$ cat src/ort_pkg.sv
`timescale 1ns / 1ps

package ort_pkg;

  typedef enum logic [3:0] {
    MODE_START   = 4'b0001,
    MODE_INT     = 4'b0010,
    MODE_IDENT   = 4'b0100,
    MODE_COMMENT = 4'b1000
  } scan_mode_e;

  typedef enum logic [3:0] {
    KIND_FUNC    = 4'd0,
    KIND_EXTERN  = 4'd1,
    KIND_PLUS    = 4'd2,
    KIND_MINUS   = 4'd3,
    KIND_TIMES   = 4'd4,
    KIND_DIVIDE  = 4'd5,
    KIND_COMMA   = 4'd6,
    KIND_LPAREN  = 4'd7,
    KIND_RPAREN  = 4'd8,
    KIND_INTEGER = 4'd9,
    KIND_IDENT   = 4'd10
  } token_kind_e;

  // bit 0: may still be "func", bit 1: may still be "extern"
  typedef enum logic [1:0] {
    KW_NONE   = 2'b00,
    KW_FUNC   = 2'b01,
    KW_EXTERN = 2'b10
  } kw_flags_e;

  localparam int unsigned OUT_DEPTH = 4;
  localparam int unsigned OUT_PTR_W = $clog2(OUT_DEPTH);
  localparam int unsigned OUT_CNT_W = OUT_PTR_W + 1;

  localparam logic [7:0] CHAR_NL   = 8'h0A;
  localparam logic [7:0] CHAR_HASH = "#";

  localparam logic [2:0] FUNC_LEN   = 3'd4;
  localparam logic [2:0] EXTERN_LEN = 3'd6;

  typedef struct packed {
    logic        valid;
    token_kind_e kind;
    logic [15:0] line;
    logic [15:0] col;
    logic [15:0] len;
  } token_t;

  typedef struct packed {
    logic        last;
    token_kind_e kind;
    logic [15:0] line;
    logic [15:0] col;
    logic [15:0] len;
  } result_t;

  typedef struct packed {
    logic        hit;
    token_kind_e kind;
  } op_t;

  function automatic logic is_digit(input logic [7:0] c);
    return c inside {["0":"9"]};
  endfunction

  function automatic logic is_word(input logic [7:0] c);
    return c inside {["a":"z"], ["A":"Z"], "_"};
  endfunction

  function automatic logic [7:0] kw_char(input logic is_func, input logic [2:0] idx);
    logic [7:0] ch;
    ch = 8'h00;
    if (is_func) begin
      case (idx)
        3'd0: ch = "f";
        3'd1: ch = "u";
        3'd2: ch = "n";
        3'd3: ch = "c";
        default: ch = 8'h00;
      endcase
    end else begin
      case (idx)
        3'd0: ch = "e";
        3'd1: ch = "x";
        3'd2: ch = "t";
        3'd3: ch = "e";
        3'd4: ch = "r";
        3'd5: ch = "n";
        default: ch = 8'h00;
      endcase
    end
    return ch;
  endfunction

  function automatic op_t op_lookup(input logic [7:0] c);
    op_t op;
    op.hit  = 1'b1;
    op.kind = KIND_PLUS;
    case (c)
      "+": op.kind = KIND_PLUS;
      "-": op.kind = KIND_MINUS;
      "*": op.kind = KIND_TIMES;
      "/": op.kind = KIND_DIVIDE;
      ",": op.kind = KIND_COMMA;
      "(": op.kind = KIND_LPAREN;
      ")": op.kind = KIND_RPAREN;
      default: op.hit = 1'b0;
    endcase
    return op;
  endfunction

endpackage

$ cat src/ordered_rule_tokenizer_unit.sv
// Each byte taken is registered in the input stage; its tokens are written into
// the result queue. Throughput: one byte per cycle unless the queue stalls input;
// the scan state updates once per byte. A byte gives up to two tokens (only two
// are kept at end of text), queued in a 4-entry result queue, sent one per cycle
// while the output is ready; input stalls only when fewer than two slots are free.
// Reset clears the queue, input stage and scan state; first_line returns to 1.
`timescale 1ns / 1ps

module ordered_rule_tokenizer_unit #(
  parameter int unsigned COUNT_BITS = 16
) (
  input  logic                 clk_i,
  input  logic                 rst_ni,
  input  logic                 s_axis_tvalid,
  output logic                 s_axis_tready,
  input  logic [7:0]           s_axis_tdata,   // text_byte
  input  logic                 s_axis_tlast,   // end_of_text
  output logic                 m_axis_tvalid,
  input  logic                 m_axis_tready,
  output logic [47:0]          m_axis_tdata,   // line_number, column, token_length
  output ort_pkg::token_kind_e m_axis_tuser,   // token_kind
  output logic                 m_axis_tlast,   // last_of_run
  input  logic                 cfg_we_i,
  input  logic [15:0]          cfg_wdata_i     // first_line
);
  import ort_pkg::*;

  localparam logic [COUNT_BITS+15:0] WIDE_16_MAX  = {{COUNT_BITS{1'b0}}, 16'hFFFF};
  localparam logic [COUNT_BITS+15:0] WIDE_CNT_MAX = {16'd0, {COUNT_BITS{1'b1}}};

  typedef struct packed {
    scan_mode_e            mode;
    kw_flags_e             kw;
    logic [COUNT_BITS-1:0] plen;
    logic [COUNT_BITS-1:0] pcol;
    logic [COUNT_BITS-1:0] ccol;
    logic [COUNT_BITS-1:0] line;
  } scan_t;

  typedef struct packed {
    scan_t  s;
    token_t a;
    token_t b;
  } step_t;

  function automatic logic [COUNT_BITS-1:0] sat_inc(input logic [COUNT_BITS-1:0] v);
    return (v == {COUNT_BITS{1'b1}}) ? v : v + COUNT_BITS'(1);
  endfunction

  function automatic logic [15:0] out16(input logic [COUNT_BITS-1:0] v);
    logic [COUNT_BITS+15:0] w;
    w = {16'd0, v};
    return (w > WIDE_16_MAX) ? 16'hFFFF : w[15:0];
  endfunction

  function automatic logic [COUNT_BITS-1:0] clamp_line(input logic [15:0] v);
    logic [COUNT_BITS+15:0] w;
    w = {{COUNT_BITS{1'b0}}, v};
    return (w > WIDE_CNT_MAX) ? {COUNT_BITS{1'b1}} : w[COUNT_BITS-1:0];
  endfunction

  function automatic token_t mk_tok(input token_kind_e k,
                                    input logic [COUNT_BITS-1:0] ln,
                                    input logic [COUNT_BITS-1:0] col,
                                    input logic [COUNT_BITS-1:0] len);
    token_t t;
    t.valid = 1'b1;
    t.kind  = k;
    t.line  = out16(ln);
    t.col   = out16(col);
    t.len   = out16(len);
    return t;
  endfunction

  function automatic step_t take_byte(input scan_t si, input logic [7:0] c);
    step_t      r;
    logic       start;
    logic       word;
    logic       kw_hit;
    logic [2:0] klen;
    op_t        op;
    r       = '0;
    r.s     = si;
    start   = 1'b0;
    word    = is_word(c) || is_digit(c);
    klen    = si.kw[0] ? FUNC_LEN : EXTERN_LEN;
    kw_hit  = (si.kw != KW_NONE) && (si.plen < COUNT_BITS'(klen)) &&
              (c == kw_char(si.kw[0], si.plen[2:0]));
    op      = op_lookup(c);
    case (si.mode)
      MODE_COMMENT: begin
        if (c == CHAR_NL) begin
          r.s.line = sat_inc(si.line);
          r.s.ccol = '0;
          r.s.mode = MODE_START;
        end else begin
          r.s.ccol = sat_inc(si.ccol);
        end
      end
      MODE_IDENT: begin
        if (word) begin
          r.s.ccol = sat_inc(si.ccol);
          r.s.plen = sat_inc(si.plen);
          if (kw_hit) begin
            if (si.plen == COUNT_BITS'(klen - 3'd1)) begin
              r.a = mk_tok(si.kw[0] ? KIND_FUNC : KIND_EXTERN, si.line, si.pcol,
                           COUNT_BITS'(klen));
              r.s.mode = MODE_START;
              r.s.kw   = KW_NONE;
              r.s.plen = '0;
            end
          end else begin
            r.s.kw = KW_NONE;
          end
        end else begin
          r.a      = mk_tok(KIND_IDENT, si.line, si.pcol, si.plen);
          r.s.mode = MODE_START;
          r.s.kw   = KW_NONE;
          r.s.plen = '0;
          start    = 1'b1;
        end
      end
      MODE_INT: begin
        if (is_digit(c) || c == "_") begin
          r.s.plen = sat_inc(si.plen);
          r.s.ccol = sat_inc(si.ccol);
        end else begin
          r.a      = mk_tok(KIND_INTEGER, si.line, si.pcol, si.plen);
          r.s.mode = MODE_START;
          r.s.plen = '0;
          start    = 1'b1;
        end
      end
      default: start = 1'b1;
    endcase
    if (start) begin
      if (c == CHAR_NL) begin
        r.s.line = sat_inc(si.line);
        r.s.ccol = '0;
      end else begin
        if (c == CHAR_HASH) begin
          r.s.mode = MODE_COMMENT;
        end else if (is_digit(c)) begin
          r.s.mode = MODE_INT;
          r.s.pcol = si.ccol;
          r.s.plen = COUNT_BITS'(1);
        end else if (is_word(c)) begin
          r.s.mode = MODE_IDENT;
          r.s.pcol = si.ccol;
          r.s.plen = COUNT_BITS'(1);
          r.s.kw   = (c == "f") ? KW_FUNC : ((c == "e") ? KW_EXTERN : KW_NONE);
        end else if (op.hit) begin
          r.b = mk_tok(op.kind, si.line, si.ccol, COUNT_BITS'(1));
        end
        r.s.ccol = sat_inc(si.ccol);
      end
    end
    return r;
  endfunction

  // input stage
  logic       in_vld_q;
  logic [7:0] in_byte_q;
  logic       in_eot_q;

  // scan state
  scan_t       scan_q, scan_d;
  logic        started_q, started_d;
  logic [15:0] first_line_q, first_line_d;

  // result queue
  result_t              fifo_q [OUT_DEPTH];
  logic [OUT_PTR_W-1:0] wr_ptr_q, wr_ptr_d, wr_ptr_nxt;
  logic [OUT_PTR_W-1:0] rd_ptr_q, rd_ptr_d;
  logic [OUT_CNT_W-1:0] count_q, count_d;

  logic    adv;
  logic    pop;
  step_t   step1, step2;
  scan_t   restart;
  token_t  toks [4];
  logic [2:0] n_tok;
  logic [1:0] push_n;
  result_t res0, res1;
  result_t head;

  assign adv           = in_vld_q && (count_q <= OUT_CNT_W'(OUT_DEPTH - 2));
  assign s_axis_tready = !in_vld_q || adv;

  assign step1 = take_byte(scan_q, in_byte_q);
  assign step2 = take_byte(step1.s, CHAR_NL);

  always_comb begin
    restart      = '0;
    restart.mode = MODE_START;
    restart.kw   = KW_NONE;
    restart.line = clamp_line(first_line_q);
  end

  always_comb begin
    toks[0] = step1.a;
    toks[1] = step1.b;
    toks[2] = step2.a;
    toks[3] = step2.b;
    if (!in_eot_q) begin
      toks[2].valid = 1'b0;
      toks[3].valid = 1'b0;
    end
    res0  = '0;
    res1  = '0;
    n_tok = '0;
    for (int i = 0; i < 4; i++) begin
      if (toks[i].valid) begin
        if (n_tok == 3'd0) begin
          res0 = '{last: 1'b0, kind: toks[i].kind, line: toks[i].line,
                   col: toks[i].col, len: toks[i].len};
        end else if (n_tok == 3'd1) begin
          res1 = '{last: 1'b1, kind: toks[i].kind, line: toks[i].line,
                   col: toks[i].col, len: toks[i].len};
        end
        n_tok = n_tok + 3'd1;
      end
    end
    res0.last = (n_tok == 3'd1);
    if (!adv) begin
      push_n = 2'd0;
    end else if (n_tok >= 3'd2) begin
      push_n = 2'd2;
    end else begin
      push_n = n_tok[1:0];
    end
  end

  always_comb begin
    scan_d       = scan_q;
    started_d    = started_q;
    first_line_d = first_line_q;
    if (adv) begin
      started_d = !in_eot_q;
      scan_d    = in_eot_q ? restart : step1.s;
    end
    if (cfg_we_i) begin
      first_line_d = cfg_wdata_i;
      if (!started_q && !adv) begin
        scan_d.line = clamp_line(cfg_wdata_i);
      end
    end
  end

  assign head          = fifo_q[rd_ptr_q];
  assign m_axis_tvalid = (count_q != '0);
  assign m_axis_tdata  = {head.len, head.col, head.line};
  assign m_axis_tuser  = head.kind;
  assign m_axis_tlast  = head.last;
  assign pop           = m_axis_tvalid && m_axis_tready;

  assign wr_ptr_nxt = wr_ptr_q + OUT_PTR_W'(1);
  assign wr_ptr_d   = wr_ptr_q + OUT_PTR_W'(push_n);
  assign rd_ptr_d   = rd_ptr_q + OUT_PTR_W'(pop);
  assign count_d    = count_q + OUT_CNT_W'(push_n) - OUT_CNT_W'(pop);

  always_ff @(posedge clk_i or negedge rst_ni) begin
    if (!rst_ni) begin
      in_vld_q     <= 1'b0;
      scan_q       <= '{mode: MODE_START, kw: KW_NONE, plen: '0, pcol: '0, ccol: '0,
                        line: COUNT_BITS'(1)};
      started_q    <= 1'b0;
      first_line_q <= 16'd1;
      wr_ptr_q     <= '0;
      rd_ptr_q     <= '0;
      count_q      <= '0;
    end else begin
      if (s_axis_tvalid && s_axis_tready) begin
        in_vld_q <= 1'b1;
      end else if (adv) begin
        in_vld_q <= 1'b0;
      end
      scan_q       <= scan_d;
      started_q    <= started_d;
      first_line_q <= first_line_d;
      wr_ptr_q     <= wr_ptr_d;
      rd_ptr_q     <= rd_ptr_d;
      count_q      <= count_d;
    end
  end

  always_ff @(posedge clk_i) begin
    if (s_axis_tvalid && s_axis_tready) begin
      in_byte_q <= s_axis_tdata;
      in_eot_q  <= s_axis_tlast;
    end
    if (push_n != 2'd0) begin
      fifo_q[wr_ptr_q] <= res0;
    end
    if (push_n == 2'd2) begin
      fifo_q[wr_ptr_nxt] <= res1;
    end
  end

endmodule

$ cat config.mk
export PLATFORM = sky130hd
export DESIGN_NAME = ordered_rule_tokenizer_unit
export DESIGN_NICKNAME = d
export VERILOG_FILES = /design/src/ort_pkg.sv /design/src/ordered_rule_tokenizer_unit.sv
export SDC_FILE = /design/constraint.sdc
export NUM_CORES = 1
export LEC_CHECK = 0
export ABC_AREA = 0
export BUFFER_PORTS_ARGS = -buffer_cell sky130_fd_sc_hd__buf_2
export CAP_MARGIN = 20
export CORE_MARGIN = 2
export CORE_UTILIZATION = 55
export DETAILED_ROUTE_END_ITERATION = 6
export PLACE_DENSITY = 0.77
export SLEW_MARGIN = 30
export SYNTH_ARGS = -nofsm -noshare
export SYNTH_HDL_FRONTEND = slang
export SYNTH_SLANG_ARGS = --single-unit
$ cat constraint.sdc
create_clock -name clk_i -period 11.8 [get_ports clk_i]
set_input_delay 1.18 -clock clk_i [delete_from_list [all_inputs] [get_ports clk_i]]
set_output_delay 1.18 -clock clk_i [all_outputs]
set_load 0.1 [all_outputs]
==> results summary <==
Along the worst path, the maximum fanout reaches 32. The static leakage is 7.646 nW. The number of rows in the core area came out at 66.

The last weighted congestion value of the routability-driven placer is 0.9614. The share of the clock period used by the worst path came out at 57.29%. The total placed cells including tap cells came out at 2,047. The clock network is responsible for 23.0% of the overall power. Among all stages on the critical path, the largest delay is contributed by nor4_1.

The average cell area after synthesis is 11.10 um^2. For this run, the number of Yosys warnings is 0. The clock slew at the register clock pins of the worst setup and hold paths came out at 0.06 ns. The count of nets after finishing came out at 1,692.

Summing over every cut layer, the via total after detailed routing is 14,450. The synthesized-area fraction occupied by adder cells came out at 1.329%. The total wire length after detailed routing is 50,510 um. The maximum VDD drop came out at 0.2453 mV. Yosys attributes the largest share of cell area to edfxtp_1 (37%), dfrtp_1 (13%), mux4_2 (6.6%). Setup violations remaining at the end of the flow were counted as 0. The number of input and output port buffers inserted came out at 84. For this run, the total global-route usage over all layers was measured as 29.72%. From left edge to right edge, the die measures 185.3 um. The top cell types in the final layout, fill and taps aside, are edfxtp_1 (221), a21oi_1 (133), nand2_1 (132). The part of the power in combinational logic came out at 44.5%.

Leaving out fill and tap cells, the most frequent cell in the layout is edfxtp_1. The number of max-slew violations in the final report came to 0. In the final routed layout, each cell accounts on average for 23.92 um. The hold violation count in the final report is 0. The worst hold-check path type is flop to flop. The number of gates resized after CTS was 0. The root cell of the clock tree is clkbuf_16.

The power per unit of standard cell area came out at 231.8 nW/um^2. The synthesized net count is 1,676. Synthesis instantiated 89 different standard cells from the library. The fmax is 147.9 MHz. The share of the Yosys chip area taken by registers is 49.89%. The complex-gate fraction of the synthesized area is 18.20%. The repair_antennas step left the layout with diodes totalling 0. The initial antenna violation count came to 0. Setup repair after global routing left no endpoint under its margin. Once layout is complete, the utilization of the core stands at 61.47%. In this run, synthesis produced a sequential element count of 316. STA classifies the critical path endpoint as a flop. The fraction of the mapped netlist area in simple logic gates came out at 14.73%.

The I/O pin total is 85. The switching power of the nets came out at 2.174 mW. The relative max-transition margin is 31.51%. The detail route stage leaves a number of antenna-violating nets equal to 0.

The kind of cell with the highest combined delay along the critical path is simple AND/OR/NAND/NOR gates. The signal on the critical path passes through or4_1, nor4_1, nand4_1, nor4_4, a21oi_4, inv_2, o221ai_1, nand2_1, nor3_1, inv_1, fa_1, nor3b_1, o21bai_1, o21ai_4, buf_4. The destination of the worst hold path is scan_q[65]. After synthesis, the largest family of logic cells by area is compound AO/OA/AOI/OAI gates.

By startpoint and endpoint, the worst setup path is classified as flop to flop. The number of buffers inserted for hold repair after clock tree synthesis is 0. Data arrives at the worst endpoint at 6.92 ns. In this run the critical register-to-register path is launched from scan_q[51].

The number of standard cells in the layout, taps in and fillers out came out at 2,112. The xor/xnor cell area share of the yosys netlist is 1.018%. The number of cells on the worst reg-to-reg path is 15. The via density per instance came out at 6.840. The run finished with clean final reports. The latest clock arrival within the worst-skew pair came out at 0.53 ns. For this run the aggregate overflow at the end of global routing stands at 0. The number of buffers inserted during clock tree synthesis is 36.

In this run the most critical hold path is launched from scan_q[65]. The total buffers and inverters traversed by the critical path came out at 3. The fraction of power spent switching nets came out at 47.02%. The violation count after the first detailed-route iteration came out at 2,011.

The wire length of the first global-routing pass came out at 78,700 um. The proportion of register bits with asynchronous set or reset after synthesis came out at 30.06%. The clock passes through at most 3 buffers. Timing analysis after detailed placement gives a worst setup slack of 5.223 ns. The worst-margin pin slew is 1.025 ns.

The H-tree generated during clock tree synthesis spans 2 levels. The endpoint required time on the critical path is 11.96 ns. The final clock skew came out at 0.02674 ns. The number of cells traversed by the worst hold path came out at 2. Counting flops with a built-in enable in the synthesized netlist gives 221. The internal cell power came out at 2.449 mW. The synthesis-to-finish area growth came out at 10.36%. The largest single stage delay on the critical path is 0.72 ns.

The portion of netlist area occupied by mux cells is 11.16%. The final total negative setup slack came out at 0 ns. STA classifies the critical path startpoint as a flop. The total die area is 34,330 um^2. The proportion of power drawn by flip-flops and latches is 32.5%. The largest net degree at the start of global routing came out at 72. Before antenna repair, the detailed router went through 6 iterations. After layout, the minimum clock period comes to 6.761 ns.

The worst setup slack for register-to-register paths came out at 5.04 ns. After layout, the worst setup slack is 5.039 ns. The starting utilization of the core area is 55.70%. The cell area after technology mapping came out at 18,080 um^2. The number of post-CTS setup repair buffers is 0. The area inside the core boundary came out at 32,450 um^2. The number of remaining DRC errors is 0.

After synthesis, the largest area contributor takes up 36.71% of total cell area. The primary flip-flop cell chosen by synthesis mapping is edfxtp_1. The number of maximum-capacitance violations is 0.

In this run the critical register-to-register path is captured at fifo_q[0][44]. The via count of the first global-routing pass came to 14,040. The sum of net half-perimeters after detailed placement is 32,610 um. The clock drives 316 sinks. Of the cells placed in the final design, the portion with a size suffix greater than 1 is 18.02%. The die outline height is 185.3 um. TritonCTS built the clock tree.

The largest total area in the synthesized netlist belongs to edfxtp_1. The total chip power is 4.624 mW. Synthesis produced a netlist whose cell count is 1,628.
==> power by group through the flow <==
| stage | combinational, mW | clock [mW] | sequential, mW |
|---|---|---|---|
| 3_3_place_gp | 2.01 | 0 | 1.50 |
| 6_report | 2.06 | 1.06 | 1.50 |
| 5_1_grt | 2.17 | 1.12 | 1.52 |
| 2_1_floorplan | 1.71 | 0 | 1.39 |
| 3_5_place_dp | 2.03 | 0 | 1.51 |
| 4_1_cts | 2.04 | 1.07 | 1.49 |
==> through the flow <==
stage               hold slack, ns  cell area (um^2)
finish                      0.4966             19950
global route                0.5246             19950
CTS                         0.5025             19920
detailed placement          0.4910             18810
global placement            0.4805             18790
floorplan                   0.4490             18080
==> kinds of logic after synthesis <==
logic type                 after synthesis
and+or+nand+nor                        498
muxes                                  133
adders and majority gates               18
DFF                                    316
AOI/OAI and AO/OA                      480
xor gates and xnor gates                21
buffers and inverters                  162
==> cell usage after synthesis, types with 17 or more instances <==
cell      count
a21o_1       17
a21oi_1     133
a22o_1       33
a22oi_1      45
a31oi_1      31
a32oi_1      38
and2_1       39
and3_1       24
buf_2        24
clkbuf_1     93
dfrtp_1      92
edfxtp_1    221
inv_1        28
mux2_2       18
mux2i_1      62
mux4_2       53
nand2_1     133
nand3_1      40
nor2_1      100
nor2b_1      21
nor3_1       31
o21ai_0      86
==> sequential cells by signal, summed over array words and instances (netlist names) <==
name and count:
fifo_q 212, scan_q 70, first_line_q 16, in_byte_q 8
count_q 3, rd_ptr_q 2, wr_ptr_q 2, in_eot_q 1
in_vld_q 1, started_q 1
==> area by class of cell <==
class	count	area, um^2
Fill cell	2596	12500
Clock buffer	45	944.7
Tap cell	442	553.0
Sequential cell	316	9022
Inverter	29	108.9
Multi-Input combinational cell	1150	8517
Clock inverter	19	165.2
Timing Repair Buffer	111	638.1
==> routing by layer <==
layer,routed length (um),GRT usage (%),part of all wire (%),vias to the layer above
met1,20170,42.08,40,7080
li1,-,-,-,6322
met3,5863,6.488,12,137
met4,1308,8.571,2.6,0
met5,0,0,0,-
met2,23170,46.28,46,908
==> worst max path at each step <==
stage | from | to | slack [ns] | depth (start not counted)
2_1_floorplan | scan_q[48] | fifo_q[0][0] | 3.83 | 17
3_3_place_gp | scan_q[50] | fifo_q[0][6] | 5.33 | 18
3_5_place_dp | scan_q[50] | fifo_q[0][51] | 5.22 | 18
4_1_cts | scan_q[50] | fifo_q[0][38] | 5.14 | 18
5_1_grt | scan_q[50] | fifo_q[0][51] | 4.59 | 18
6_report | scan_q[51] | fifo_q[0][44] | 5.04 | 15
==> tightest hold or removal path, delay by kind of cell, from the launching register on <==
kind / cells / cell delay, ns
flops: 1 / 0.35
compound gates: 1 / 0.06
simple gates: 1 / 0.05
(Power assumes the default switching activity.)
